===== src/hdl/assert_macros.svh =====
// Assertion macros used by the top level of the triangle plane classifier.
`ifndef ASSERT_MACROS_SVH
`define ASSERT_MACROS_SVH

`ifndef SYNTHESIS

// Same-cycle implication, checked outside reset.
`define ASSERT_IMPL(label, clk, rst, ante, cons) \
  label: assert property (@(posedge clk) disable iff (rst) (ante) |-> (cons)) \
    else $error("implication check failed");

// Next-cycle implication, checked outside reset.
`define ASSERT_NEXT(label, clk, rst, ante, cons) \
  label: assert property (@(posedge clk) disable iff (rst) (ante) |=> (cons)) \
    else $error("next-cycle check failed");

`else

`define ASSERT_IMPL(label, clk, rst, ante, cons)
`define ASSERT_NEXT(label, clk, rst, ante, cons)

`endif

`endif


===== src/hdl/tpc_pkg.sv =====
// Types, constants and codes of the triangle plane classifier.
`default_nettype none

package tpc_pkg;

  localparam int FRAC_BITS_DEF = 16;
  localparam int COORD_W       = 32;
  localparam int DIFF_W        = COORD_W + 1;
  localparam int PROD_W        = DIFF_W + COORD_W;
  localparam int SUM_W         = PROD_W + 2;
  localparam int EPS_W         = 31;
  localparam int CFG_IDX_W     = 3;

  typedef logic signed [COORD_W-1:0] coord_t;

  typedef enum logic [CFG_IDX_W-1:0] {
    REG_PX  = 3'd0,
    REG_PY  = 3'd1,
    REG_PZ  = 3'd2,
    REG_NX  = 3'd3,
    REG_NY  = 3'd4,
    REG_NZ  = 3'd5,
    REG_EPS = 3'd6
  } reg_idx_t;

  typedef enum logic [1:0] {
    CLS_ON    = 2'd0,
    CLS_BACK  = 2'd1,
    CLS_FRONT = 2'd2,
    CLS_SPAN  = 2'd3
  } side_class_t;

  typedef struct packed {
    coord_t             px;
    coord_t             py;
    coord_t             pz;
    coord_t             nx;
    coord_t             ny;
    coord_t             nz;
    logic [EPS_W-1:0]   eps;
  } plane_cfg_t;

  // Load enables of the four distance stages.
  typedef struct packed {
    logic s1;
    logic s2;
    logic s3;
    logic s4;
  } pipe_en_t;

  localparam coord_t RST_PX  = 32'sd0;
  localparam coord_t RST_PY  = 32'sd0;
  localparam coord_t RST_PZ  = 32'sd0;
  localparam coord_t RST_NX  = 32'sd0;
  localparam coord_t RST_NY  = 32'sd0;
  localparam coord_t RST_NZ  = 32'sd65536;
  localparam logic [EPS_W-1:0] RST_EPS = 31'd66;

endpackage

`default_nettype wire


===== src/hdl/tpc_classify.sv =====
// Saturation, tolerance test, classification and the output register.
`default_nettype none

module tpc_classify #(
  parameter int FRAC_BITS = tpc_pkg::FRAC_BITS_DEF
) (
  input  wire logic                                  clk,
  input  wire logic                                  en,
  input  wire logic [tpc_pkg::EPS_W-1:0]             eps,
  input  wire logic [2:0]                            neg,
  input  wire logic [tpc_pkg::SUM_W-FRAC_BITS-1:0]   mag [3],
  output tpc_pkg::side_class_t                       side_class,
  output tpc_pkg::coord_t                            distance [3]
);
  import tpc_pkg::*;

  localparam int MAG_W = SUM_W - FRAC_BITS;
  localparam logic [MAG_W-1:0] POS_LIM = {{(MAG_W-COORD_W){1'b0}}, 32'h7FFF_FFFF};
  localparam logic [MAG_W-1:0] NEG_LIM = {{(MAG_W-COORD_W){1'b0}}, 32'h8000_0000};

  logic [COORD_W-1:0] sat [3];
  coord_t             distance_next [3];
  logic [2:0]         on, bk, fr;
  side_class_t        class_next;

  always_comb begin
    for (int k = 0; k < 3; k++) begin
      if (neg[k]) begin
        sat[k] = (mag[k] > NEG_LIM) ? 32'h8000_0000 : mag[k][COORD_W-1:0];
      end else begin
        sat[k] = (mag[k] > POS_LIM) ? 32'h7FFF_FFFF : mag[k][COORD_W-1:0];
      end
      on[k] = sat[k] < {1'b0, eps};
      // A distance that rounds to zero counts as in front.
      bk[k] = on[k] || (!neg[k] && (sat[k] != '0));
      fr[k] = on[k] || !(!neg[k] && (sat[k] != '0));
      if (on[k]) begin
        distance_next[k] = '0;
      end else if (neg[k]) begin
        distance_next[k] = COORD_W'(0) - sat[k];
      end else begin
        distance_next[k] = sat[k];
      end
    end
    if (&on) begin
      class_next = CLS_ON;
    end else if (&bk) begin
      class_next = CLS_BACK;
    end else if (&fr) begin
      class_next = CLS_FRONT;
    end else begin
      class_next = CLS_SPAN;
    end
  end

  always_ff @(posedge clk) begin
    if (en) begin
      side_class  <= class_next;
      distance[0] <= distance_next[0];
      distance[1] <= distance_next[1];
      distance[2] <= distance_next[2];
    end
  end

endmodule

`default_nettype wire


===== config.mk =====
export PLATFORM = sky130hd
export DESIGN_NAME = tpc_classify
export DESIGN_NICKNAME = d
export VERILOG_FILES = /design/src/hdl/assert_macros.svh /design/src/hdl/tpc_pkg.sv /design/src/hdl/tpc_classify.sv
export SDC_FILE = /design/constraint.sdc
export NUM_CORES = 1
export LEC_CHECK = 0
export BUFFER_PORTS_ARGS = -buffer_cell sky130_fd_sc_hd__clkbuf_2
export CAP_MARGIN = 20
export CORE_AREA = 4 4 133 161
export DETAILED_ROUTE_END_ITERATION = 8
export DIE_AREA = 0 0 137 165
export PLACE_DENSITY = 0.79
export RECOVER_POWER = 100
export SYNTH_ARGS = -nofsm -noshare
export SYNTH_HDL_FRONTEND = slang
export SYNTH_SLANG_ARGS = --single-unit

===== constraint.sdc =====
create_clock -name clk -period 4.64 [get_ports clk]
set_input_delay 0.232 -clock clk [delete_from_list [all_inputs] [get_ports clk]]
set_output_delay 0.232 -clock clk [all_outputs]
set_load 0.02 [all_outputs]

==> Word-level counts from Yosys, hierarchy flattened <==
Cells that the tools add are included.
{ "classes": {"n_addsub": 3, "n_lt_le_gt_ge": 9, "n_mux": 14, "reduce_logical": 22} }
{ "ops": {"columns": ["cell", "n"], "rows": [
  ["32-bit two-way mux", 12],
  ["51-bit by 31-bit greater-than comparator with 1-bit output (second input constant)", 3],
  ["51-bit by 32-bit greater-than comparator with 1-bit output (second input constant)", 3],
  ["32-bit by 31-bit less-than comparator with 1-bit output", 3],
  ["32-bit nonzero test", 3],
  ["1-bit by 32-bit subtractor with 32-bit output (first input constant)", 3],
  ["3-bit AND reduction", 3],
  ["1-bit logical NOT", 6],
  ["1-bit logical OR", 6],
  ["1-bit logical AND", 3],
  ["1-bit two-way mux", 2],
  ["2-bit OR reduction", 1]
]} }
{ "word_totals": {"reg_bits": 98, "input_bits": 189, "out_inout_bits": 98, "word_cells": 53} }

==> Depth between registers and ports, before layout <==
Gate-level depths: netlist of run 1.
{ "logic_depth": {"word_depth": 10, "mapped_depth": 17, "mapped_depth_nobuf": 14} }

==> Least setup slack after synthesis of run 1 <==
No wires, ideal clock.
{ "synth_path": {"path_type": "in2reg", "from": "in mag[77] (netlist bit)", "to": "reg side_class[0] (data pin)", "setup_ps": 275, "arrival_time_ps": 4324, "required_time_ps": 4365, "path_slack_ps": 41, "cell_stages": 16, "n_path_buf": 4, "path_cell_list": "clkbuf_1 or4_1 nor4_1 a41oi_1 o21ai_1 buf_2 buf_1 a21o_1 ha_1 a21o_1 a211oi_1 o21bai_1 a21o_1 a211oi_1 clkbuf_1 o221ai_1"} }
{ "synth_between": {"elab_chain_len": 10, "elab_cells_between_ends": 16, "classes_between": "order compare: 3; mux: 5; reduce/logical: 8"} }
{ "synth_rtl": {"columns": ["element", "line_no", "rtl"], "rows": [
  ["from (decl)", "tpc_classify.sv:11", "input wire logic [tpc_pkg::SUM_W-FRAC_BITS-1:0] mag [3],"],
  ["51-bit by 31-bit greater-than comparator with 1-bit output / 51-bit by 32-bit greater-than comparator with 1-bit output (equally long branches)", "tpc_classify.sv:31, tpc_classify.sv:29", null],
  ["32-bit two-way mux (on tied branches)", "tpc_classify.sv:31, tpc_classify.sv:29", null],
  ["32-bit two-way mux *", "tpc_classify.sv:28", "if (neg[k]) begin"],
  ["branches (longest 7 deep; another with 32-bit by 31-bit less-than comparator with 1-bit output)", null, null],
  ["to (signal assigned)", "tpc_classify.sv:58", "side_class <= class_next;"],
  ["to (decl)", "tpc_classify.sv:12", "output tpc_pkg::side_class_t side_class,"]
]} }
Mark *: on every way between the ends.
A chain may end at the register's enable or synchronous reset.

==> Worst setup path in the final report of run 1 <==
{ "layout_path": {"from": "in mag[113] (netlist bit)", "to": "reg distance[75] (netlist bit) (data pin)"} }
{ "layout_between": {"elab_chain_len": 5, "elab_cells_between_ends": 8, "classes_between": "add/sub: 1; order compare: 3; mux: 4"} }
{ "layout_rtl": {"columns": ["element", "line_no", "rtl"], "rows": [
  ["51-bit by 31-bit greater-than comparator with 1-bit output / 51-bit by 32-bit greater-than comparator with 1-bit output (equally long branches)", "tpc_classify.sv:31, tpc_classify.sv:29", null],
  ["32-bit two-way mux (on tied branches)", "tpc_classify.sv:31, tpc_classify.sv:29", null],
  ["32-bit two-way mux *", "tpc_classify.sv:28", null],
  ["1-bit by 32-bit subtractor with 32-bit output", "tpc_classify.sv:40", "distance_next[k] = COORD_W'(0) - sat[k];"],
  ["32-bit two-way mux", "tpc_classify.sv:39", "end else if (neg[k]) begin"],
  ["to (decl)", "tpc_classify.sv:13", "output tpc_pkg::coord_t distance [3]"]
]} }
Every way passes the cells marked *; elsewhere a longest branch is shown, timed or not.

==> results of run 1 <==
-- registers in the layout, indices dropped and copies added (netlist names) --
signal	flops
distance	96
side_class	2
-- area by class of cell --
type | instances | area [um^2]
inverter | 53 | 198.9
clock buffer | 10 | 229.0
tap | 265 | 331.6
fill | 1868 | 8366
timing repair buffer | 338 | 1738
clock inverter | 6 | 88.84
sequential | 98 | 2943
multi-input combinational | 888 | 6075
-- synth_stat cells, types with 5 or more instances --
cell	instances
nor2_1	156
edfxtp_1	98
ha_1	93
a21o_1	83
a21oi_1	58
inv_1	51
nand2_1	51
nor3_1	45
clkbuf_1	38
o21ai_0	36
nand3_1	34
xnor2_1	30
xor2_1	27
nor4_1	25
or3_1	23
nand4_1	17
a31oi_1	13
o21a_1	13
or2_2	13
a211oi_1	12
or4_1	11
a221oi_1	10
o311ai_0	10
a41oi_1	9
and3_1	8
o31ai_1	8
o211ai_1	7
o22ai_1	7
a311oi_1	6
nand2b_1	6
a211o_1	5
o21ai_1	5
-- cell families after synthesis --
family | after synthesis | share of synthesized area [%]
adders and majority gates | 93 | 12.41
DFF | 98 | 31.37
xor gates and xnor gates | 57 | 5.322
muxes | 6 | 0.6669
and+or+nand+nor | 415 | 21.96
buffers and inverters | 99 | 4.175
AOI/OAI and AO/OA | 317 | 24.10
-- power by group --
| part | internal [mW] | leakage [nW] | switching (mW) | total [mW] |
|---|---|---|---|---|
| clock | 0.475 | 0.151 | 0.359 | 0.834 |
| combinational | 0.338 | 3.89 | 0.614 | 0.952 |
| sequential | 1.10 | 0.954 | 0.0278 | 1.13 |
| total | 1.92 | 5.00 | 1.00 | 2.92 |
-- layer usage --
metal / vias to the layer above / part of all wire (%) / GRT usage [%]
li1: 4747 / - / -
met5: - / 0.029 / 0
met2: 601 / 47 / 47.14
met1: 4690 / 39 / 36.98
met4: 2 / 5.7 / 15.74
met3: 124 / 9.1 / 6.002
-- worst max path at each step --
stage | startpoint | end | slack [ps]
after floorplan | mag[77] | side_class[0]$_SDFFCE_PP0P_ | 40
after global placement | mag[113] | distance[90]$_SDFFCE_PN0P_ | 6
after detailed placement | mag[113] | distance[84]$_SDFFCE_PN0P_ | -80
after CTS | mag[113] | distance[90]$_SDFFCE_PN0P_ | 290
after global routing | mag[113] | distance[67]$_SDFFCE_PN0P_ | 40
final | mag[113] | distance[75]$_SDFFCE_PN0P_ | 210
-- cells in the final DEF, fill, tap and decap left out, types with 36 or more instances in the layout --
master | Yosys | final
a21o_1 | 83 | 83
nand2_1 | 51 | 51
inv_1 | 51 | 51
o21ai_0 | 36 | 36
edfxtp_1 | 98 | 98
ha_1 | 93 | 93
nor3_1 | 45 | 45
clkbuf_2 | 0 | 188
nor2_1 | 156 | 155
clkbuf_1 | 38 | 102
buf_4 | 0 | 44
a21oi_1 | 58 | 56
-- worst max-delay path, stage by stage --
cell and delay, ps:
clkbuf_2 100, or4_4 560, or4b_4 560, o41a_1 490, o21ai_4 290, buf_4 210
a21o_1 160, ha_1 260, a21o_1 180, a2111oi_0 390, o21ai_0 150, a221o_1 300
nor2_2 180, clkbuf_2 350, nor2_1 100
==> metrics, run 1 <==
syn nets 1367; TritonCTS Buffers 9; Lkg Pwr about 5 nW; # resized after CTS 0; Area growth syn-to-layout 23.70%; crit path max fanout 17; Critical Path AT 4530 ps; Die Area 22610 um^2; pin count of the biggest net entering global routing 57; register area share after synthesis roughly a third; Final Max Slew Viols between 50 and 60; Total GRT Usage 29.36%; total wire length 34240 um; crit share post-route 95.54%; Fin Hold WS 242.2 ps; post-CTS setup buffers 0; FMAX 225.6 MHz; initial core utilization 46.97%; Pre-Repair DR Iteration Count 5; Clock Path Buffers 2; Top FF cell, synth edfxtp_1; Max Cap Violations 1; unrepaired setup endpoints after global routing false; synthesized netlist cell count 1085; worst min-delay path startpoint mag[68]; Worst setup SP type input pin; Post-route DRC 0; Sink Count 98; #FFs+latches synth 98; antenna-violating nets left 0; outcome finished, violations left; clock period minus worst slack 4433 ps; CTS H-tree depth 3; total number of yosys warnings 0; post-synth top area cell edfxtp_1; syn_area_per_cell 8.645 um^2; remaining global-route overflow 0; asr flop ratio synth 0%; Die X between 100 and 150 um; WL/cell 20.65 um; Core ar. 19970 um^2; Post-synth EDFFs 98; fin nets 1670; first-pass GRT wire length 51480 um; CP Class input pin to flop; Inst Count DP 1639; post-synth top area share 31.37%; n_diodes 0; maximum vdd ir drop 168.6 uV; Sum Neg Setup Slack 0 ps; hold path endpoint distance[49]$_SDFFCE_PN0P_; failing checks capacitance limit, slew limit; library cells used by synthesis 75; power density cells 251.3 nW/um^2; main area contributors after synthesis edfxtp_1, ha_1, a21o_1, nor2_1, a21oi_1; post-DP HPWL 27730 um; Hold Vio Cnt, Final 0; final worst slack between 200 and 250 ps; Worst Max-Slew Pin Slew 3160 ps; worst hold path class input pin to flop; Finished Core Util 58.11%; layout cell share with drive strength beyond 1 20.39%; clock tree from TritonCTS yes; Final Cell Area 11600 um^2; Crit. End Element flop; Syn Std Cell Area 9380 um^2; Worst Hold Path Cells 2; # IOs 287; Clock transition at path regs 70 ps; fin cells 1658; Setup-failing EPs final 0; via count 10160; port bufs 286; Max-slew headroom -110.7%; CP required 4740 ps; DRT iter0 DRCs approximately 1100; initial antenna violation count 1; Setup WS pre-CTS -83.09 ps; Placement Cell Area 11400 um^2; Via density 6.130; Placer Congestion between 0.9 and 1; number of hold buffers added after cts 0; die height 165 um; Root Driver clkbuf_16; Design Power 2.917 mW; vias in the first global route 9690; Rows 57
No activity file was read; power rests on OpenSTA's default activity.
==> run 2, diff against run 1 <==
--- a/config.mk
+++ b/config.mk
@@ -7,10 +7,10 @@
 export LEC_CHECK = 0
 export BUFFER_PORTS_ARGS = -buffer_cell sky130_fd_sc_hd__clkbuf_2
 export CAP_MARGIN = 20
-export CORE_AREA = 4 4 133 161
+export CORE_AREA = 4 4 145 147
 export DETAILED_ROUTE_END_ITERATION = 8
-export DIE_AREA = 0 0 137 165
-export PLACE_DENSITY = 0.79
+export DIE_AREA = 0 0 149 151
+export PLACE_DENSITY = 0.8
 export RECOVER_POWER = 100
 export SYNTH_ARGS = -nofsm -noshare
 export SYNTH_HDL_FRONTEND = slang
==> run 2 against run 1 <==
The run still ends with capacitance limit, slew limit left. Maximum frequency down 0.71%. Global-route usage up 1.1 points. Critical path depth up 1. Critical endpoint is now distance[90]$_SDFFCE_PN0P_. Highest routed layer is now met4.
==> metrics, run 2 (same netlist as run 1, synthesis figures left out) <==
outcome finished, violations left; failing checks capacitance limit, slew limit; Area growth syn-to-layout 22.14%; worst hold path class input pin to flop; Placement Cell Area 11320 um^2; first-pass GRT wire length approximately 53000 um; power density cells 245.8 nW/um^2; Placer Congestion 1.021; port bufs about 290; largest registers distance: 96 flops, side_class: 2 flops; commonest non-fill, non-tap cell in the layout clkbuf_2; clock period minus worst slack roughly 4500 ps; Clock transition at path regs 80 ps; Final Max Slew Viols 58; Top delay family on crit path compound AO/OA/AOI/OAI gates; via count between 10000 and 15000; register share of total power 40.4%; number of hold buffers added after cts 0; CTS H-tree depth 3; Inst Count DP about 1600; vias in the first global route 9620; WP buf/inv 3; Worst setup SP type input pin; fin cells 1652; Root Driver clkbuf_16; layout cell share with drive strength beyond 1 19.46%; maximum vdd ir drop 169.4 uV; most frequent cells in the layout clkbuf_2, nor2_1, clkbuf_1; slowest library cell on the worst path or4b_1; Clk pwr share 26.2%; Design Power 2.816 mW; # resized after CTS 0; clock tree from TritonCTS yes; WL/cell 21.47 um; Critical Path AT 4650 ps; crit path max fanout 32; antenna-violating nets left 0; Pint approximately 1.8 mW; post-CTS setup buffers 0; Worst Max-Slew Pin Slew 3207 ps; Setup-failing EPs final 0; initial core utilization 47.12%; pin count of the biggest net entering global routing 58; Hold Vio Cnt, Final 0; unrepaired setup endpoints after global routing false; Clock Path Buffers 2; fin nets 1659; Crit. End Element flop; Pre-Repair DR Iteration Count 5; CP Class input pin to flop; Sw Pwr 1.018 mW; Sink Count 98; Largest register FFs 96; FMAX approximately 220 MHz; die height approximately 150 um; DRT iter0 DRCs 1127; remaining global-route overflow 0; CP required 4830 ps; Die X 149 um; n_diodes 0; slowest cell delay on critical path 630 ps; Via density 6.165; sw frac 36.16%; Die Area 22500 um^2; Most flops, register distance; Core ar. 19910 um^2; Max-slew headroom -113.8%; total wire length 35470 um; critical-path cell list clkbuf_2, or4_4, or4b_1, o41a_1, o21ai_4, buf_12, a21o_1, ha_1, o21a_1, o21ai_0, a2111oi_0, o21ai_0, a41oi_1, nor2_1, buf_12, nor4_1; Final Cell Area between 10000 and 15000 um^2; Sum Neg Setup Slack 0 ps; Lkg Pwr ~4.9 nW; Post-route DRC 0; Max Cap Violations 1; crit share post-route between 90% and 100%; Total GRT Usage 30.46%; initial antenna violation count 0; Rows 52; post-DP HPWL ~28000 um; Finished Core Util 57.55%; # IOs 287; Comb pwr share 33.4%; TritonCTS Buffers 9
==> run 2: cell types whose count changed in the layout (fill, tap and decap cells not counted), sizes merged <==
cell and change:
buf -12, bufinv -2, clkbuf +1, clkinvlp +1, clkinv +1
==> run 2: routing by layer <==
| metal | GRT usage, % | wire length [um] | vias to the layer above |
|---|---|---|---|
| li1 | - | - | 4739 |
| met1 | 39.45 | 14040 | 4716 |
| met2 | 51.89 | 17010 | 652 |
| met3 | 4.668 | 3342 | 78 |
| met4 | 10.89 | 1075 | 0 |
| met5 | 0 | 0 | - |
==> run 2: area by class of cell <==
cell class | instances | area (um^2)
Multi-Input combinational cell | 888 | 6068
Sequential cell | 98 | 2943
Tap cell | 270 | 337.8
Fill cell | 1890 | 8452
Timing Repair Buffer | 327 | 1639
Clock buffer | 10 | 229.0
Inverter | 53 | 198.9
Clock inverter | 6 | 41.29
==> run 2: worst paths after layout <==
kind,start,endpoint,slack [ps],cells past startpoint
min,mag[68],distance[49]$_SDFFCE_PN0P_,230,2
max,mag[113],distance[90]$_SDFFCE_PN0P_,180,16
==> run 2: power groups by stage <==
stage / Clock, mW / Combinational, mW / Sequential (mW)
2_1_floorplan: 0 / 0.430 / 1.28
3_3_place_gp: 0 / 0.941 / 1.15
3_5_place_dp: 0 / 0.957 / 1.15
4_1_cts: 0.749 / 0.962 / 1.14
5_1_grt: 0.784 / 1.02 / 1.14
6_report: 0.739 / 0.941 / 1.14
==> run 2: through the flow <==
step	hold WS (ps)	setup slack (ps)
floorplan	344.5	41.12
global placement	612.2	-10.40
detailed placement	608.7	-104.8
CTS	221.0	268.6
global route	245.2	62.27
finish	231.4	175.5
