`src/hdl/assert_macros.svh`:
```
// Assertion macros used by the top level of the triangle plane classifier.
`ifndef ASSERT_MACROS_SVH
`define ASSERT_MACROS_SVH

`ifndef SYNTHESIS

// Same-cycle implication, checked outside reset.
`define ASSERT_IMPL(label, clk, rst, ante, cons) \
  label: assert property (@(posedge clk) disable iff (rst) (ante) |-> (cons)) \
    else $error("implication check failed");

// Next-cycle implication, checked outside reset.
`define ASSERT_NEXT(label, clk, rst, ante, cons) \
  label: assert property (@(posedge clk) disable iff (rst) (ante) |=> (cons)) \
    else $error("next-cycle check failed");

`else

`define ASSERT_IMPL(label, clk, rst, ante, cons)
`define ASSERT_NEXT(label, clk, rst, ante, cons)

`endif

`endif

```
`src/hdl/tpc_pkg.sv`:
```
// Types, constants and codes of the triangle plane classifier.
`default_nettype none

package tpc_pkg;

  localparam int FRAC_BITS_DEF = 16;
  localparam int COORD_W       = 32;
  localparam int DIFF_W        = COORD_W + 1;
  localparam int PROD_W        = DIFF_W + COORD_W;
  localparam int SUM_W         = PROD_W + 2;
  localparam int EPS_W         = 31;
  localparam int CFG_IDX_W     = 3;

  typedef logic signed [COORD_W-1:0] coord_t;

  typedef enum logic [CFG_IDX_W-1:0] {
    REG_PX  = 3'd0,
    REG_PY  = 3'd1,
    REG_PZ  = 3'd2,
    REG_NX  = 3'd3,
    REG_NY  = 3'd4,
    REG_NZ  = 3'd5,
    REG_EPS = 3'd6
  } reg_idx_t;

  typedef enum logic [1:0] {
    CLS_ON    = 2'd0,
    CLS_BACK  = 2'd1,
    CLS_FRONT = 2'd2,
    CLS_SPAN  = 2'd3
  } side_class_t;

  typedef struct packed {
    coord_t             px;
    coord_t             py;
    coord_t             pz;
    coord_t             nx;
    coord_t             ny;
    coord_t             nz;
    logic [EPS_W-1:0]   eps;
  } plane_cfg_t;

  // Load enables of the four distance stages.
  typedef struct packed {
    logic s1;
    logic s2;
    logic s3;
    logic s4;
  } pipe_en_t;

  localparam coord_t RST_PX  = 32'sd0;
  localparam coord_t RST_PY  = 32'sd0;
  localparam coord_t RST_PZ  = 32'sd0;
  localparam coord_t RST_NX  = 32'sd0;
  localparam coord_t RST_NY  = 32'sd0;
  localparam coord_t RST_NZ  = 32'sd65536;
  localparam logic [EPS_W-1:0] RST_EPS = 31'd66;

endpackage

`default_nettype wire

```
`src/hdl/tpc_cfg_regs.sv`:
```
// Plane and tolerance configuration registers.
`default_nettype none

module tpc_cfg_regs (
  input  wire logic                            clk,
  input  wire logic                            rst,
  input  wire logic                            cfg_we,
  input  wire logic [tpc_pkg::CFG_IDX_W-1:0]   cfg_index,
  input  wire logic [tpc_pkg::COORD_W-1:0]     cfg_wdata,
  output tpc_pkg::plane_cfg_t                  cfg
);
  import tpc_pkg::*;

  always_ff @(posedge clk) begin
    if (rst) begin
      cfg.px  <= RST_PX;
      cfg.py  <= RST_PY;
      cfg.pz  <= RST_PZ;
      cfg.nx  <= RST_NX;
      cfg.ny  <= RST_NY;
      cfg.nz  <= RST_NZ;
      cfg.eps <= RST_EPS;
    end else if (cfg_we) begin
      // Writes to an index past the last register are dropped.
      unique case (cfg_index)
        REG_PX:  cfg.px  <= cfg_wdata;
        REG_PY:  cfg.py  <= cfg_wdata;
        REG_PZ:  cfg.pz  <= cfg_wdata;
        REG_NX:  cfg.nx  <= cfg_wdata;
        REG_NY:  cfg.ny  <= cfg_wdata;
        REG_NZ:  cfg.nz  <= cfg_wdata;
        REG_EPS: cfg.eps <= cfg_wdata[EPS_W-1:0];
        default: ;
      endcase
    end
  end

endmodule

`default_nettype wire

```
`config.mk`:
```
export PLATFORM = sky130hd
export DESIGN_NAME = tpc_cfg_regs
export DESIGN_NICKNAME = d
export VERILOG_FILES = /design/src/hdl/assert_macros.svh /design/src/hdl/tpc_pkg.sv /design/src/hdl/tpc_cfg_regs.sv
export SDC_FILE = /design/constraint.sdc
export NUM_CORES = 1
export LEC_CHECK = 0
export ABC_AREA = 1
export ABC_CLOCK_PERIOD_IN_PS = 1000
export BUFFER_PORTS_ARGS = -buffer_cell sky130_fd_sc_hd__clkbuf_2
export CAP_MARGIN = 0
export CORE_MARGIN = 8
export CORE_UTILIZATION = 48
export CTS_BUF_LIST = sky130_fd_sc_hd__clkbuf_8
export DETAILED_ROUTE_END_ITERATION = 12
export PLACE_DENSITY = 0.78
export SETUP_SLACK_MARGIN = 0.02
export SLEW_MARGIN = 10
export SYNTH_ARGS = -nofsm -noshare
export SYNTH_HDL_FRONTEND = slang
export SYNTH_SLANG_ARGS = --single-unit
export TNS_END_PERCENT = 5
```
`constraint.sdc`:
```
create_clock -name clk -period 1 [get_ports clk]
set_clock_uncertainty 0.2 [all_clocks]
set_input_delay 0.05 -clock clk [delete_from_list [all_inputs] [get_ports clk]]
set_output_delay 0.05 -clock clk [all_outputs]
set_load 0.05 [all_outputs]
```
* Yosys cells after proc, flatten, opt, wreduce, memory -nomap -nowiden
Index checks and enable logic that the tools add are counted.
** Operators by class
- Order comparisons :: 0
- Multipliers :: 0
- Shifts and indexed selects :: 0
- Equal/unequal tests :: 6
- $add $sub $neg :: 0
- Reduce and logical (&&, ||, !) cells :: 8
- Bitwise gates (word level) :: 0
- Divide/modulo/power cells :: 0
- Mux-type cells :: 0
** Operators with widths (number)
- $reduce_and A2 Y1 :: 7
- $eq A3 B3 Y1 const B :: 3
- $eq A3 B2 Y1 const B :: 2
- $eq A3 B1 Y1 const B :: 1
- $logic_not A3 Y1 :: 1
** Storage, ports and cells
- Bits in latches :: 0
- Output and inout bits :: 223
- Memories kept :: 0
- Bits in registers :: 223
- Bits of input ports :: 38
- ROM bits :: 0
- RAM bits :: 0

* Depth between registers and ports, before layout
Gate-level depths: netlist of run 1.
- Depth in word-level cells :: 2
- Mapped depth :: 7

* Worst setup path before layout of run 1
OpenSTA, ideal clock, no wires.
- Path kind :: register to register
- Start :: register, netlist name cfg[47]
- End :: register cfg[47] in the netlist's numbering
- Clock period less this slack :: 1.102 ns
- Arrival time :: 0.838 ns
- Path slack :: -0.102 ns
- Stages on the path, launching flop included :: 3
- Buffers on the path :: 0
- Path through :: dfxtp_1 -> o21ai_0 -> nand3_1
** RTL lines
- end, declared :: line tpc_cfg_regs.sv:10 : output tpc_pkg::plane_cfg_t cfg

* Final worst setup path of run 1
- Start :: register cfg[0] in the netlist's numbering
- End :: output cfg[0] in the netlist's numbering
No word-level cell between the ends.

==> metrics.txt, run 1 <==
# TYPE chip_impl_metric gauge
chip_impl_metric{name="cell_area_after_layout",unit="um2"} 16600
chip_impl_info{name="clock_tree_from_tritoncts",value="done"} 1
chip_impl_metric{name="worst_ep_required_time",unit="ns"} 0.75
chip_impl_info{name="hp-class",value="input pin to register"} 1
chip_impl_metric{name="flip_flop_count_of_the_largest_register_after_layout",unit=""} 223
chip_impl_metric{name="clock.fmax",unit="GHz"} 0.706
chip_impl_metric{name="grt_antenna_before_repair",unit=""} 1
chip_impl_metric{name="flow.area_growth_from_synthesis",unit="%"} 88.1
chip_impl_metric{name="die_h",unit="um"} 152
chip_impl_metric{name="synth-warning-count",unit=""} 0
chip_impl_info{name="crit_slowest_cell",value="dfxtp_4"} 1
chip_impl_metric{name="dp_hpwl",unit="um"} 19300
chip_impl_metric{name="finalSetupViolations",unit=""} 346
chip_impl_metric{name="post_synth.cell_area_avg",unit="um2"} 7.01
chip_impl_metric{name="insertion_delay",unit="ns"} 0.54
chip_impl_metric{name="finalWeightedCongestion",unit=""} 0.820
chip_impl_metric{name="route.detailed.drc",unit=""} 0
chip_impl_metric{name="detailed_place.area",unit="um2"} 10700
chip_impl_metric{name="timing.final.max_slew_violations",unit=""} 0
chip_impl_metric{name="row_count",unit=""} 49
chip_impl_info{name="synth_area_leader_cell",value="dfxtp_1"} 1
chip_impl_metric{name="crit_arrival",unit="ns"} 1.17
chip_impl_metric{name="path_clk_slew",unit="ns"} 0.07
chip_impl_metric{name="placed_cells",unit=""} 1702
chip_impl_info{name="unrepaired_setup_endpoints_after_global_routing",value="true"} 1
chip_impl_metric{name="drt_wl_total",unit="um"} 52300
chip_impl_metric{name="die_area",unit="um2"} 23000
chip_impl_metric{name="drt_first_iter_violations",unit=""} 1878
chip_impl_metric{name="final.setup.worst_slack",unit="ns"} -0.417
chip_impl_metric{name="ys_ff_latch",unit=""} 223
chip_impl_metric{name="io_buffer_count",unit=""} 260
chip_impl_info{name="biggestRegsByFlops",value="cfg: 223 flops"} 1
chip_impl_metric{name="final.hold.worst_slack",unit="ns"} -0.163
chip_impl_info{name="startpoint_type",value="register"} 1
chip_impl_metric{name="yosys.cell_types.count",unit=""} 15
chip_impl_metric{name="vdd_ir_drop_max",unit="mV"} 1.40
chip_impl_metric{name="maxCapViolations",unit=""} 0
chip_impl_info{name="worstPathCellList",value="clkbuf_16"} 1
chip_impl_info{name="ctsRootBufferMaster",value="clkbuf_8"} 1
chip_impl_metric{name="pwr_density_cell",unit="nW/um2"} 1390
chip_impl_metric{name="final_antenna_net_count",unit=""} 0
chip_impl_metric{name="worst_path_largest_cell_delay",unit="ns"} 0.43
chip_impl_metric{name="hold_viol_final",unit=""} 219
chip_impl_metric{name="timing.critical_path.buf_inv",unit=""} 1
chip_impl_metric{name="global_route.usage.total",unit="%"} 38.7
chip_impl_info{name="failing_checks",value="negative hold slack, negative setup slack"} 1
chip_impl_metric{name="h_tree_level_count",unit=""} 2
chip_impl_metric{name="yosys.area.top_type_share",unit="%"} 50.6
chip_impl_metric{name="nFillCells",unit=""} 565
chip_impl_metric{name="cts_hold_buf",unit=""} 31
chip_impl_metric{name="grt_pass1_wl",unit="um"} 67400
chip_impl_info{name="status",value="finished with violations"} 1
chip_impl_metric{name="dr.pass1.iters",unit=""} 8
chip_impl_metric{name="floorplan.core_area",unit="um2"} 18000
chip_impl_metric{name="relSlewSlack",unit="%"} 70.3
chip_impl_metric{name="synth_cells",unit=""} 1259
chip_impl_metric{name="post_route_cells_drive_above_1_share",unit="%"} 41.5
chip_impl_metric{name="drt-wirelength-per-cell",unit="um"} 29.0
chip_impl_metric{name="numCtsBuffers",unit=""} 38
chip_impl_metric{name="synth_nets",unit=""} 1297
chip_impl_metric{name="cts.path.max_buffers",unit=""} 3
chip_impl_metric{name="worst-slew-pin-transition",unit="ns"} 0.446
chip_impl_metric{name="num-nets-final",unit=""} 1586
chip_impl_info{name="mostFrequentLayoutCell",value="nor2_1"} 1
chip_impl_metric{name="die_w",unit="um"} 152
chip_impl_metric{name="grt.overflow.total",unit=""} 0
chip_impl_metric{name="layoutNonFillerInstCount",unit=""} 1800
chip_impl_metric{name="synth-seq-area-share",unit="%"} 50.6
chip_impl_info{name="regMostFlops",value="cfg"} 1
chip_impl_info{name="critPathCaptureType",value="output port"} 1
chip_impl_metric{name="synth.cell_area",unit="um2"} 8820
chip_impl_info{name="layout.cells.most_common_list",value="nor2_1, nand2_1, nand3_1, clkbuf_16, dfxtp_2"} 1
chip_impl_metric{name="number_of_global_route_vias_before_repair",unit=""} 11200
chip_impl_metric{name="top_level_ports",unit=""} 261
chip_impl_metric{name="grt_start_max_net_pins",unit=""} 75
chip_impl_metric{name="layout_min_cycle_time",unit="ns"} 1.42
chip_impl_metric{name="floorplan.initialDensity",unit="%"} 48.9
chip_impl_metric{name="fin_crit_sh",unit="%"} 142
chip_impl_metric{name="leakagePower",unit="nW"} 6.93
chip_impl_info{name="timing_worst_setup_path_type",value="register to output port"} 1
chip_impl_metric{name="numClockSinks",unit=""} 223
chip_impl_info{name="critical_path.top_delay_family",value="flip-flops"} 1
chip_impl_metric{name="route.detailed.vias_per_inst",unit=""} 6.46
chip_impl_metric{name="vias",unit=""} 11600
chip_impl_info{name="synth.top_cells.by_area",value="dfxtp_1, nor2_1, nand3_1, nand2_1, buf_2"} 1
chip_impl_metric{name="biggest_fanout_along_the_worst_timing_path",unit=""} 2
[area by class of cell]
class	count	area, um2	share of cell area (%)
repair buffers	339	6610	39.9
well taps	229	287	1.73
inverters	39	238	1.43
clock inverters	13	60.1	0.362
multi-input cells	907	3840	23.1
diodes	1	2.50	0.0151
flip-flops and latches	223	4880	29.4
clock buffers	49	674	4.06
[layer usage]
| layer | share of wire, % | global-route usage (%) |
|---|---|---|
| met5 | 0 | 0 |
| met4 | 11 | 30.7 |
| met3 | 14 | 12.7 |
| met2 | 45 | 65.0 |
| met1 | 30 | 39.1 |
[logic make-up after synthesis]
kind of cell | count (synthesis) | share of synthesized area (%)
AO/OA/AOI/OAI | 1 | 0.0567
buffers and inverters | 129 | 7.06
flip-flops | 223 | 50.6
AND/OR/NAND/NOR | 906 | 42.3
[cells in the mapped netlist (all sizes together)]
cell type / n
o21ai: 1
clkbuf: 14
inv: 39
nand3: 223
buf: 76
nand2: 232
nor2: 451
dfxtp: 223
[through the flow]
step	setup WS [ns]	TNS (ns)	util (%)	power (mW)	hold slack, ns
CTS	-0.337	-67.68	90.1	22.0	-0.179
finish	-0.417	-79.57	92.0	23.1	-0.163
detailed placement	-0.309	-54.84	59.2	12.8	0.0985
global placement	-0.274	-48.88	59.2	12.8	0.0804
global route	-0.423	-83.50	92.0	23.4	-0.140
floorplan	-0.0582	-12.34	-	11.8	-0.0239
[what timing repair did]
item,in CTS,in global routing
hold endpoints to repair,223,220
setup buffers,0,4
setup endpoints to repair,223,393
gates resized for setup,868,118
pin swaps,0,4
[worst paths after layout]
kind                                           start  depth (start not counted)  slack [ns]              endpoint
worst max-delay path             cfg[0]$_SDFFE_PP0P_                          1       -0.42                cfg[0]
worst min-delay path                             rst                          5       -0.16  cfg[96]$_SDFFE_PP0P_
worst max register to register   cfg[0]$_SDFFE_PP0P_                          2       -0.20   cfg[0]$_SDFFE_PP0P_
worst min register to register  cfg[54]$_SDFFE_PP0P_                          2        0.30  cfg[54]$_SDFFE_PP0P_
[where the power goes]
part	internal (mW)	total, mW	switching, mW
Clock	4.37	8.56	4.19
Combinational	2.00	4.94	2.93
Sequential	9.16	9.56	0.399
Total	15.5	23.1	7.52
Power figures use the tool's default switching activity.
==> run 2: changes to the inputs <==
--- a/config.mk
+++ b/config.mk
@@ -5,7 +5,6 @@
 export SDC_FILE = /design/constraint.sdc
 export NUM_CORES = 1
 export LEC_CHECK = 0
-export ABC_AREA = 1
 export ABC_CLOCK_PERIOD_IN_PS = 1000
 export BUFFER_PORTS_ARGS = -buffer_cell sky130_fd_sc_hd__clkbuf_2
 export CAP_MARGIN = 0
==> constraint.sdc (replaced) <==
create_clock -name clk -period 1 [get_ports clk]
set_clock_uncertainty 0.2 [all_clocks]
set_input_delay 0.15 -clock clk [delete_from_list [all_inputs] [get_ports clk]]
set_output_delay 0.15 -clock clk [all_outputs]
set_load 0.05 [all_outputs]
==> run 2 against run 1 <==
  * The flow still finishes with violations (negative hold slack, negative setup slack)
  * Total power is 8.8% lower
  * Synthesized cell count is 39% lower
  * Global-route usage down 6.4 points
  * Via count down 33%
  * Area after synthesis decreased by 1.8%
  * Worst hold slack improved by 0.14 ns
  * First-iteration DRC count fell by 75%
  * Highest routed layer is now met5
==> metrics.txt, run 2 <==
# TYPE chip_impl_metric gauge
chip_impl_metric{name="power.share.sequential",unit="%"} 44.0
chip_impl_metric{name="global_route.usage.total",unit="%"} 32.3
chip_impl_metric{name="antenna-diode-count",unit=""} 0
chip_impl_info{name="crit_slowest_cell",value="dfxtp_2"} 1
chip_impl_info{name="clock_tree_from_tritoncts",value="done"} 1
chip_impl_metric{name="pwr_density_cell",unit="nW/um2"} 1260
chip_impl_metric{name="row_count",unit=""} 49
chip_impl_metric{name="hold_viol_final",unit=""} 11
chip_impl_metric{name="num-nets-final",unit=""} 1166
chip_impl_metric{name="flip_flop_count_of_the_largest_register_after_layout",unit=""} 223
chip_impl_metric{name="dp_hpwl",unit="um"} 17400
chip_impl_metric{name="nFillCells",unit=""} 469
chip_impl_metric{name="drt_wl_total",unit="um"} 41300
chip_impl_metric{name="cts_hold_buf",unit=""} 31
chip_impl_metric{name="maxCapViolations",unit=""} 0
chip_impl_metric{name="dr.pass1.iters",unit=""} 5
chip_impl_metric{name="h_tree_level_count",unit=""} 2
chip_impl_metric{name="numClockSinks",unit=""} 223
chip_impl_metric{name="yosys.area.top_type_share",unit="%"} 51.5
chip_impl_metric{name="synth-seq-area-share",unit="%"} 51.5
chip_impl_info{name="synth_area_leader_cell",value="dfxtp_1"} 1
chip_impl_metric{name="synth_cells",unit=""} 770
chip_impl_metric{name="vdd_ir_drop_max",unit="mV"} 1.18
chip_impl_metric{name="pre_cts_ws",unit="ns"} -0.548
chip_impl_metric{name="synth-warning-count",unit=""} 0
chip_impl_metric{name="worst-slew-pin-transition",unit="ns"} 0.478
chip_impl_metric{name="grt_start_max_net_pins",unit=""} 40
chip_impl_metric{name="yosys.cell_types.count",unit=""} 14
chip_impl_metric{name="vias",unit=""} 7772
chip_impl_metric{name="layout_min_cycle_time",unit="ns"} 1.43
chip_impl_metric{name="worst_ep_required_time",unit="ns"} 0.65
chip_impl_metric{name="floorplan.initialDensity",unit="%"} 48.6
chip_impl_info{name="cell_types_with_the_highest_counts_after_synthesis",value="nand2b_1, dfxtp_1, mux2i_1"} 1
chip_impl_metric{name="die_h",unit="um"} 150
chip_impl_info{name="status",value="finished with violations"} 1
chip_impl_metric{name="floorplan.core_area",unit="um2"} 17800
chip_impl_metric{name="post_route_cells_drive_above_1_share",unit="%"} 56.7
chip_impl_metric{name="grt_antenna_before_repair",unit=""} 1
chip_impl_metric{name="worst_path_largest_cell_delay",unit="ns"} 0.39
chip_impl_info{name="startpoint_type",value="register"} 1
chip_impl_metric{name="netSwitchingFraction",unit="%"} 28.0
chip_impl_info{name="mostFrequentLayoutCell",value="nand2b_1"} 1
chip_impl_info{name="critical_path.top_delay_family",value="flip-flops"} 1
chip_impl_info{name="regMostFlops",value="cfg"} 1
chip_impl_metric{name="layoutNonFillerInstCount",unit=""} 1380
chip_impl_metric{name="insertion_delay",unit="ns"} 0.51
chip_impl_metric{name="final_design_utilization",unit="%"} 93.7
chip_impl_metric{name="drt_first_iter_violations",unit=""} 473
chip_impl_metric{name="ys_async_sr_fraction",unit="%"} 0
chip_impl_info{name="worstPathCellList",value="clkbuf_16"} 1
chip_impl_metric{name="share_comb_of_total_power",unit="%"} 15.0
chip_impl_metric{name="placed_cells",unit=""} 1278
chip_impl_info{name="hp-class",value="input pin to register"} 1
chip_impl_metric{name="clock.fmax",unit="GHz"} 0.699
chip_impl_metric{name="post_synth.cell_area_avg",unit="um2"} 11.3
chip_impl_metric{name="final.setup.worst_slack",unit="ns"} -0.430
chip_impl_info{name="failing_checks",value="negative hold slack, negative setup slack"} 1
chip_impl_metric{name="path_clk_slew",unit="ns"} 0.07
chip_impl_info{name="timing_worst_setup_path_type",value="register to output port"} 1
chip_impl_info{name="synth.top_cells.by_area",value="dfxtp_1, mux2i_1, nand2b_1, clkbuf_1, buf_2"} 1
chip_impl_metric{name="route.detailed.drc",unit=""} 0
chip_impl_metric{name="synth-edff-count",unit=""} 0
chip_impl_info{name="layout.cells.most_common_list",value="nand2b_1, mux2i_1, clkbuf_16, dfxtp_2, buf_4"} 1
chip_impl_metric{name="grt_pass1_wl",unit="um"} 55100
chip_impl_metric{name="synth.cell_area",unit="um2"} 8660
chip_impl_metric{name="p_sw",unit="mW"} 5.89
chip_impl_metric{name="grt.overflow.total",unit=""} 0
chip_impl_metric{name="final_antenna_net_count",unit=""} 0
chip_impl_metric{name="die_w",unit="um"} 150
chip_impl_metric{name="leakagePower",unit="nW"} 7.72
chip_impl_metric{name="top_level_ports",unit=""} 261
chip_impl_metric{name="die_area",unit="um2"} 22600
chip_impl_metric{name="timing.critical_path.buf_inv",unit=""} 1
chip_impl_metric{name="biggest_fanout_along_the_worst_timing_path",unit=""} 2
chip_impl_info{name="biggestRegsByFlops",value="cfg: 223 flops"} 1
chip_impl_metric{name="fin_crit_sh",unit="%"} 143
chip_impl_info{name="unrepaired_setup_endpoints_after_global_routing",value="true"} 1
chip_impl_metric{name="cts.path.max_buffers",unit=""} 3
chip_impl_metric{name="finalWeightedCongestion",unit=""} 0.797
chip_impl_metric{name="number_of_global_route_vias_before_repair",unit=""} 8570
chip_impl_metric{name="flow.area_growth_from_synthesis",unit="%"} 92.9
chip_impl_metric{name="numCtsBuffers",unit=""} 37
chip_impl_metric{name="finalSetupViolations",unit=""} 279
chip_impl_metric{name="synth_nets",unit=""} 808
chip_impl_metric{name="timing.final.max_slew_violations",unit=""} 0
chip_impl_info{name="critPathCaptureType",value="output port"} 1
chip_impl_metric{name="power.clock.fraction",unit="%"} 41.0
chip_impl_metric{name="route.detailed.vias_per_inst",unit=""} 5.63
chip_impl_info{name="ctsRootBufferMaster",value="clkbuf_8"} 1
chip_impl_metric{name="io_buffer_count",unit=""} 260
chip_impl_metric{name="drt-wirelength-per-cell",unit="um"} 29.9
chip_impl_info{name="synth-main-ff-cell",value="dfxtp_1"} 1
chip_impl_info{name="yosys.cell_count.top_type",value="nand2b_1"} 1
chip_impl_metric{name="setup_tns",unit="ns"} -88.40
chip_impl_metric{name="ys_ff_latch",unit=""} 223
chip_impl_metric{name="cell_internal_pwr",unit="mW"} 15.1
chip_impl_metric{name="final.hold.worst_slack",unit="ns"} -0.0231
chip_impl_metric{name="relSlewSlack",unit="%"} 68.1
chip_impl_metric{name="crit_arrival",unit="ns"} 1.08
## run 2: cell count changes in the layout (fill, tap and decap cells not counted), moves of 46 or more
| cell | before | now |
|---|---|---|
| buf_4 | 19 | 65 |
| mux2i_1 | 0 | 213 |
| nand2_1 | 231 | 0 |
| nand2b_1 | 0 | 235 |
| nand3_1 | 215 | 0 |
| nor2_1 | 424 | 6 |
## run 2: per-stage QoR
stage | instance area (um2) | hold WS (ns) | power (mW)
4_1_cts | 16300 | -0.0857 | 20.4
3_3_place_gp | 10900 | 0.221 | 11.5
3_5_place_dp | 10900 | 0.245 | 11.5
5_1_grt | 16700 | -0.0143 | 21.5
6_report | 16700 | -0.0231 | 21.0
2_1_floorplan | 8680 | 0.111 | 10.8
## run 2: timing repair
action | CTS | global route
setup endpoints to repair | 242 | 394
gates resized for setup | 851 | 116
pin swaps | 0 | 2
hold endpoints to repair | 223 | 11
setup buffers | 2 | 7
## run 2: cell families (layout without fill, tap and decap cells)
family	after synthesis	count (layout)	synth area share (%)
AND/OR/NAND/NOR	267	267	19.5
multiplexers	223	223	25.8
flip-flops	223	223	51.5
buffers and inverters	57	438	3.18
## run 2: layout make-up
cell class	instances	area (um2)	area share, %
repair buffers	376	6720	40.2
flip-flops and latches	223	4860	29.1
multi-input cells	490	4100	24.5
clock buffers	45	619	3.71
well taps	229	287	1.71
clock inverters	17	123	0.734
## run 2: worst paths after layout
kind                                       startpoint                    end  slack [ns]  cells past startpoint
worst max-delay path            cfg[175]$_SDFFE_PP0P_               cfg[175]       -0.43                      1
worst min-delay path                              rst  cfg[123]$_SDFFE_PP0P_       -0.02                      4
worst max register to register  cfg[119]$_SDFFE_PP0P_  cfg[119]$_SDFFE_PP0P_       -0.10                      3
worst min register to register  cfg[211]$_SDFFE_PP0P_  cfg[211]$_SDFFE_PP0P_        0.29                      2
## run 2: power groups by stage
stage          Clock [mW]  Combinational [mW]  Sequential, mW
3_3_place_gp            0                2.12            9.40
6_report             8.63                3.15            9.25
2_1_floorplan           0               0.715            10.1
3_5_place_dp            0                2.14            9.40
4_1_cts              8.24                2.88            9.31
5_1_grt              9.03                3.22            9.26
## run 2: per-layer routing
layer  wire length (um)  part of all wire, %  GRT usage (%)  vias up
met5                 13                0.031              0        -
met4               2810                  6.8           20.1        2
met3               3160                  7.6           8.30      160
met2              21700                   53           61.1      477
met1              13600                   33           30.4     3864
li1                   -                    -              -     3269
